<file path="config.mk">
export PLATFORM = sky130hd
export DESIGN_NAME = infix_expression_evaluator
export DESIGN_NICKNAME = d
export VERILOG_FILES = /design/src/hw/rtl/iee_pkg.sv /design/src/hw/rtl/iee_front.sv /design/src/hw/rtl/iee_exec.sv /design/src/hw/rtl/infix_expression_evaluator.sv
export SDC_FILE = /design/constraint.sdc
export NUM_CORES = 1
export LEC_CHECK = 0
export BUFFER_PORTS_ARGS = -buffer_cell sky130_fd_sc_hd__buf_4
export CAP_MARGIN = 20
export CORE_MARGIN = 4
export CORE_UTILIZATION = 35
export CTS_BUF_LIST = sky130_fd_sc_hd__clkbuf_4 sky130_fd_sc_hd__clkbuf_8 sky130_fd_sc_hd__clkbuf_16
export CTS_CLUSTER_DIAMETER = 40
export DETAILED_ROUTE_END_ITERATION = 8
export SYNTH_ARGS = -nofsm -noshare
export SYNTH_HDL_FRONTEND = slang
export SYNTH_SLANG_ARGS = --single-unit
</file>
<file path="constraint.sdc">
create_clock -name clk -period 9.95 [get_ports clk]
set_input_delay 1.4925 -clock clk [delete_from_list [all_inputs] [get_ports clk]]
set_output_delay 1.4925 -clock clk [all_outputs]
set_load 0.05 [all_outputs]
</file>
<file path="src/hw/rtl/iee_pkg.sv">
`default_nettype none
package iee_pkg;

	typedef enum logic [2:0] {
		CLS_DIGIT,
		CLS_MUL,
		CLS_DIV,
		CLS_ADD,
		CLS_SUB,
		CLS_EQUAL
	} char_class_t;

	typedef enum logic [1:0] {
		OP_START = 2'd0,
		OP_MUL   = 2'd1,
		OP_DIV   = 2'd2
	} pend_op_t;

	typedef enum logic [2:0] {
		ST_IDLE,
		ST_MUL,
		ST_DIV,
		ST_FIN,
		ST_OUT
	} exec_state_t;

	localparam logic [7:0] CH_ZERO  = 8'h30;
	localparam logic [7:0] CH_NINE  = 8'h39;
	localparam logic [7:0] CH_PLUS  = 8'h2B;
	localparam logic [7:0] CH_MINUS = 8'h2D;
	localparam logic [7:0] CH_STAR  = 8'h2A;
	localparam logic [7:0] CH_SLASH = 8'h2F;
	localparam logic [7:0] CH_EQUAL = 8'h3D;

	localparam int OUT_WIDTH = 32;

	typedef struct packed {
		char_class_t cls;
		logic [3:0]  digit;
	} token_t;

endpackage
`default_nettype wire

</file>
<file path="src/hw/rtl/iee_front.sv">
`default_nettype none
module iee_front import iee_pkg::*; (
	input  wire logic       clk,
	input  wire logic       arst_n,
	input  wire logic       in_valid,
	output logic            in_stall,
	input  wire logic [7:0] char_code,
	output logic            tok_valid,
	input  wire logic       tok_stall,
	output token_t          tok
);
	// Two-entry queue of classified characters.
	token_t     mem_q [2];
	logic       wr_q, rd_q;
	logic [1:0] cnt_q;
	logic       keep;
	token_t     cls_tok;
	logic       push, pop;

	always_comb begin
		keep = 1'b1;
		cls_tok.digit = 4'(char_code - CH_ZERO);
		cls_tok.cls = CLS_DIGIT;
		if (char_code >= CH_ZERO && char_code <= CH_NINE) begin
			cls_tok.cls = CLS_DIGIT;
		end else begin
			case (char_code)
				CH_STAR:  cls_tok.cls = CLS_MUL;
				CH_SLASH: cls_tok.cls = CLS_DIV;
				CH_PLUS:  cls_tok.cls = CLS_ADD;
				CH_MINUS: cls_tok.cls = CLS_SUB;
				CH_EQUAL: cls_tok.cls = CLS_EQUAL;
				default:  keep = 1'b0;
			endcase
		end
	end

	assign in_stall  = (cnt_q == 2'd2);
	assign tok_valid = (cnt_q != 2'd0);
	assign tok       = mem_q[rd_q];
	assign push      = in_valid && !in_stall && keep;
	assign pop       = tok_valid && !tok_stall;

	always_ff @(posedge clk or negedge arst_n) begin
		if (!arst_n) begin
			wr_q  <= 1'b0;
			rd_q  <= 1'b0;
			cnt_q <= 2'd0;
		end else begin
			if (push) wr_q <= ~wr_q;
			if (pop) rd_q <= ~rd_q;
			cnt_q <= cnt_q + 2'(push) - 2'(pop);
		end
	end

	always_ff @(posedge clk) begin
		if (push) mem_q[wr_q] <= cls_tok;
	end
endmodule
`default_nettype wire

</file>
<file path="src/hw/rtl/iee_exec.sv">
`default_nettype none
module iee_exec import iee_pkg::*; #(
	parameter int VALUE_WIDTH = 32
) (
	input  wire logic                  clk,
	input  wire logic                  arst_n,
	input  wire logic                  tok_valid,
	output logic                       tok_stall,
	input  token_t                     tok,
	output logic                       out_valid,
	input  wire logic                  out_stall,
	output logic signed [OUT_WIDTH-1:0] value,
	output logic                       divide_by_zero
);
	localparam int W  = VALUE_WIDTH;
	localparam int CW = $clog2(W + 1);

	logic [W-1:0] sum_q, term_q, num_q;
	pend_op_t     pend_q;
	logic         neg_q, dz_q;
	exec_state_t  state_q;
	char_class_t  cls_q;

	// Shared shift unit for multiply and divide.
	logic [W-1:0] acc_q, opa_q, opb_q;
	logic [W:0]   rem_q;
	logic [CW-1:0] cnt_q;
	logic         qneg_q;

	logic [W-1:0] nx_term;
	logic [W:0]   rem_sh, rem_sub;
	logic [W-1:0] num_close;
	logic         close_now;

	// Value of the open term after the current number is folded in, for the
	// cases that need no shift unit.
	always_comb begin
		num_close = neg_q ? (W'(0) - num_q) : num_q;
		close_now = (pend_q != OP_MUL) && (pend_q != OP_DIV);
		nx_term   = num_close;
		rem_sh    = {rem_q[W-1:0], opa_q[W-1]};
		rem_sub   = rem_sh - {1'b0, opb_q};
	end

	assign tok_stall = (state_q != ST_IDLE);

	always_ff @(posedge clk or negedge arst_n) begin
		if (!arst_n) begin
			state_q   <= ST_IDLE;
			sum_q     <= '0;
			term_q    <= '0;
			num_q     <= '0;
			pend_q    <= OP_START;
			neg_q     <= 1'b0;
			dz_q      <= 1'b0;
			out_valid <= 1'b0;
			cls_q     <= CLS_DIGIT;
			cnt_q     <= '0;
			acc_q     <= '0;
			opa_q     <= '0;
			opb_q     <= '0;
			rem_q     <= '0;
			qneg_q    <= 1'b0;
			value     <= '0;
			divide_by_zero <= 1'b0;
		end else begin
			if (state_q == ST_FIN && cls_q == CLS_EQUAL && (!out_valid || !out_stall))
				out_valid <= 1'b1;
			else if (!out_stall) out_valid <= 1'b0;
			case (state_q)
				ST_IDLE: begin
					if (tok_valid) begin
						cls_q <= tok.cls;
						if (tok.cls == CLS_DIGIT) begin
							num_q <= W'(num_q * W'(10)) + W'(tok.digit);
						end else if (pend_q == OP_MUL) begin
							acc_q <= '0;
							opa_q <= term_q;
							opb_q <= num_q;
							cnt_q <= CW'(W);
							state_q <= ST_MUL;
						end else if (pend_q == OP_DIV) begin
							if (num_q == '0) begin
								dz_q   <= 1'b1;
								term_q <= '0;
								state_q <= ST_FIN;
							end else begin
								opa_q  <= term_q[W-1] ? W'(0) - term_q : term_q;
								opb_q  <= num_q[W-1] ? W'(0) - num_q : num_q;
								qneg_q <= term_q[W-1] ^ num_q[W-1];
								rem_q  <= '0;
								acc_q  <= '0;
								cnt_q  <= CW'(W);
								state_q <= ST_DIV;
							end
						end else begin
							term_q  <= close_now ? nx_term : term_q;
							state_q <= ST_FIN;
						end
					end
				end
				ST_MUL: begin
					if (opb_q[0]) acc_q <= acc_q + opa_q;
					opa_q <= opa_q << 1;
					opb_q <= opb_q >> 1;
					cnt_q <= cnt_q - CW'(1);
					if (cnt_q == CW'(1)) state_q <= ST_OUT;
				end
				ST_DIV: begin
					opa_q <= opa_q << 1;
					if (!rem_sub[W]) begin
						rem_q <= rem_sub;
						acc_q <= {acc_q[W-2:0], 1'b1};
					end else begin
						rem_q <= rem_sh;
						acc_q <= {acc_q[W-2:0], 1'b0};
					end
					cnt_q <= cnt_q - CW'(1);
					if (cnt_q == CW'(1)) state_q <= ST_OUT;
				end
				ST_OUT: begin
					// Result of the shift unit lands in the term.
					if (pend_q == OP_DIV && qneg_q) term_q <= W'(0) - acc_q;
					else term_q <= acc_q;
					state_q <= ST_FIN;
				end
				ST_FIN: begin
					num_q <= '0;
					case (cls_q)
						CLS_MUL: begin
							pend_q  <= OP_MUL;
							state_q <= ST_IDLE;
						end
						CLS_DIV: begin
							pend_q  <= OP_DIV;
							state_q <= ST_IDLE;
						end
						CLS_ADD, CLS_SUB: begin
							sum_q   <= sum_q + term_q;
							term_q  <= '0;
							pend_q  <= OP_START;
							neg_q   <= (cls_q == CLS_SUB);
							state_q <= ST_IDLE;
						end
						CLS_EQUAL: begin
							if (!out_valid || !out_stall) begin
								value <= OUT_WIDTH'(signed'(W'(sum_q + term_q)));
								divide_by_zero <= dz_q;
								sum_q  <= '0;
								term_q <= '0;
								pend_q <= OP_START;
								neg_q  <= 1'b0;
								dz_q   <= 1'b0;
								state_q <= ST_IDLE;
							end
						end
						default: state_q <= ST_IDLE;
					endcase
				end
				default: state_q <= ST_IDLE;
			endcase
		end
	end
endmodule
`default_nettype wire

</file>
<file path="src/hw/rtl/infix_expression_evaluator.sv">
`default_nettype none
// Streaming evaluator for integer infix expressions without parentheses.
// The input channel (in_valid, in_stall, char_code) takes one ASCII
// character per transfer. Digits build a number, + - * / are operators
// with * and / binding tighter, and '=' ends the expression. Any other
// character is dropped on arrival.
// The output channel (out_valid, out_stall, value, divide_by_zero) makes
// one transfer per '=': the 32-bit result and a flag that tells whether a
// division by zero occurred. The expression state then returns to reset.
// A front stage classifies characters into a two-entry queue, so input can
// keep arriving while the back end works. A digit is folded into the
// number in ST_IDLE; an operator also passes through ST_FIN. An operator
// or '=' that closes a number after a pending * or / runs a shared
// shift-add / restoring-divide unit one bit per cycle, through ST_MUL or
// ST_DIV and ST_OUT to ST_FIN; a division by zero skips the unit. out_valid
// is registered with the result as '=' leaves ST_FIN. When the receiver
// stalls, the result is held in the output register and the back end
// waits at the next '='; the queue fills and then in_stall rises. Reset
// (arst_n low) clears the queue, the result register and all expression
// state.
module infix_expression_evaluator import iee_pkg::*; #(
	parameter int VALUE_WIDTH = 32
) (
	input  wire logic                   clk,
	input  wire logic                   arst_n,
	input  wire logic                   in_valid,
	output logic                        in_stall,
	input  wire logic [7:0]             char_code,
	output logic                        out_valid,
	input  wire logic                   out_stall,
	output logic signed [OUT_WIDTH-1:0] value,
	output logic                        divide_by_zero
);
	token_t tok;
	logic   tok_valid, tok_stall;

	iee_front u_front (
		.clk       (clk),
		.arst_n    (arst_n),
		.in_valid  (in_valid),
		.in_stall  (in_stall),
		.char_code (char_code),
		.tok_valid (tok_valid),
		.tok_stall (tok_stall),
		.tok       (tok)
	);

	iee_exec #(.VALUE_WIDTH(VALUE_WIDTH)) u_exec (
		.clk            (clk),
		.arst_n         (arst_n),
		.tok_valid      (tok_valid),
		.tok_stall      (tok_stall),
		.tok            (tok),
		.out_valid      (out_valid),
		.out_stall      (out_stall),
		.value          (value),
		.divide_by_zero (divide_by_zero)
	);
endmodule
`default_nettype wire

</file>
==> flow_summary.toml <==
[setup_path]
cp_max_fo = 9
crit_path_end_kind = "flip-flop"
critPathLaunchType = "flip-flop"
required_ns = 10.44
worst-setup-path-type = "reg -> reg"
critPathArrivalTime_ns = 6.19

[synthesis]
avgSynthCellArea_sq_um = 8.555
post-synth-top-count-cell = "nand2_1"
synth_common_cells = "297 x nand2_1, 279 x dfrtp_1, 241 x o21ai_0, 211 x a21oi_1, 206 x nor2_1"
ys_ff_latch = 293
synth_nets = 2744
ys_warn_count = 0
synth_async_sr_flop_share_pct = 95.22
synth-edff-count = 14
synth_ff_type = "dfrtp_1"
synth.distinct_cells = 78
synth_cells = 2565
yosysTopAreaCell = "dfrtp_1"
netlist.area_leader.share_pct = 31.81
yosysSeqAreaShare_pct = 33.73
syn_area_sq_mm = 0.02194
synth_area_leaders = "dfrtp_1 32%, ha_1 9.2%, xor2_1 5.5%"

[routing]
drt_first_pass_iters = 5
num_vias = 18945
drt-total-wl_um = 59560
avgRoutedWirePerCell_um = 17.28
drt-initial-drc-count = 1288
ant_nets = 0
avgViaCountPerCell = 5.496
drc_errors = 0

[placement]
detailedPlacementHpwl_um = 43550
io_buffer_count = 46
gp_congestion = 0.9030

[layout]
n_antenna_cell = 0
fin_util_pct = 40.51
area_growth_pct = 14.33
nFillCells = 6199
drive_above_1_share_pct = 9.923
nets = 2744

[clocking]
ctsResizeCount = 0
cts_buffers = 56
cts_tree = "built"
cts_buffer_depth = 3
cts_max_level = 2
holdBufCountCts = 0
cts_setup_buffers = 0
clk_transition_reported_paths_ns = 0.05
clkSinkCount = 293
root_buffer = "clkbuf_16"
clkLatencyLatePin_ns = 0.62

[sta]
period_share_pct = 57.29
fmaxAchievable_mhz = 175.4
setup_violations = 0
rsz0062_at_grt = "no"
hold_viol = 0
tns_ns = 0
period_minus_slack_ns = 5.701
fin_skew_ns = 0.04266
relSlewSlack_pct = 28.92
worst_slew_pin_slew_ns = 1.062
drv_slew = 0

[floorplanning]
io-pin-count = 47
die_area_sq_mm = 0.06677
die_x_um = 258.4
die_y_um = 258.4
row_count = 91
start_util_pct = 35.43
coreArea_sq_mm = 0.06194

[global_routing]
grt_pass1_vias = 18406
antenna_found_initial = 0
grt_usage_pct = 17.41
grt_pass1_wl_um = 97440
grt_max_degree = 95
grt-ovfl-total = 0

[job]
maxCapViolations = 0

[min_path]
hp-class = "reg -> reg"

[outcome]
status = "finished, final reports clean"
[logic make-up after synthesis]
group           synth area share (%)
xor+xnor                       9.658
simple gates                   15.80
flops                          33.73
mux                            4.869
buf+inv                        3.814
fa+ha+maj                      9.693
compound gates                 22.43
[worst max-delay path, cell delays in order (launching register included)]
cell       delay [ns]
dfrtp_1          0.56
ha_1             0.30
ha_1             0.24
fa_1             0.44
a211oi_1         0.31
o21bai_1         0.19
a2111oi_0        0.60
a211oi_1         0.17
a311oi_1         0.59
nand4_1          0.30
nor4b_1          0.68
nand4_1          0.37
or4_1            0.51
xnor2_1          0.14
a22o_1           0.20
[layout by cell type (no fill, tap or decap), types with 25 or more instances in the layout]
cell type  instances
a22o_1            25
o31ai_1           51
nand3_1           40
buf_4             67
clkbuf_16         56
a21oi_1          211
o21ai_0          241
dfrtp_1          279
nor2b_1           27
o22ai_1           36
xnor2_1          103
ha_1             162
nor3_1            43
a21o_1            58
nand2_1          297
inv_1             80
mux2_2            59
nor2_1           204
mux2i_1           37
xor2_1           138
[registers in the layout, indices dropped and copies added (netlist names)]
register / cells
u_exec.rem_q: 32
u_exec.cls_q: 3
u_front.rd_q: 1
u_exec.value: 32
u_exec.term_q: 32
u_exec.opa_q: 32
u_exec.dz_q: 1
u_exec.divide_by_zero: 1
u_exec.qneg_q: 1
u_exec.cnt_q: 6
u_front.mem_q: 14
u_exec.neg_q: 1
u_exec.state_q: 3
u_exec.sum_q: 32
u_exec.acc_q: 32
u_exec.pend_q: 2
u_exec.opb_q: 32
u_front.cnt_q: 2
u_front.wr_q: 1
u_exec.out_valid: 1
u_exec.num_q: 32
[worst paths after layout]
path,from,slack (ns),depth (start not counted),end
hold / removal,u_exec.sum_q[13]$_DFFE_PN0P_,0.48,2,u_exec.sum_q[13]$_DFFE_PN0P_
hold reg to reg,u_exec.sum_q[13]$_DFFE_PN0P_,0.48,2,u_exec.sum_q[13]$_DFFE_PN0P_
setup / recovery,u_exec.num_q[1]$_DFFE_PN0P_,4.25,14,u_exec.num_q[30]$_DFFE_PN0P_
max in group asynchronous,arst_n,7.01,3,u_exec.num_q[18]$_DFFE_PN0P_
min in group asynchronous,arst_n,0.88,1,u_exec.sum_q[28]$_DFFE_PN0P_
setup reg to reg,u_exec.num_q[1]$_DFFE_PN0P_,4.25,14,u_exec.num_q[30]$_DFFE_PN0P_
[cell type report]
cell class	instances	area (sq um)	share of cell area [%]
clock buffers	74	1599	6.373
clock inverters	29	387.9	1.546
inverters	80	300.3	1.197
multi-input cells	2061	13750	54.78
flip-flops and latches	293	7402	29.50
well taps	837	1047	4.174
repair buffers	73	608.1	2.424
[through the flow]
stage | cell area (sq um) | instances | hold WS [ns] | setup WS [ns]
after CTS | 25000 | 3442 | 0.4821 | 4.401
after global routing | 25090 | 3447 | 0.5085 | 3.950
after global placement | 23010 | 3339 | 0.4661 | 4.744
after floorplan | 21940 | 2565 | 0.4526 | 5.321
after detailed placement | 23010 | 3339 | 0.4719 | 4.402
final | 25090 | 3447 | 0.4767 | 4.249
[per-layer routing]
| metal | GRT usage (%) | vias to the layer above | wire, um |
|---|---|---|---|
| met5 | 0 | - | 0 |
| met4 | 4.978 | 0 | 1540 |
| met2 | 28.65 | 445 | 27610 |
| met3 | 2.756 | 93 | 2797 |
| met1 | 23.82 | 9149 | 27610 |
| li1 | - | 9258 | - |
Power is not shown: default switching activity piles up to over one toggle a cycle in this logic, so the estimate is an artifact.
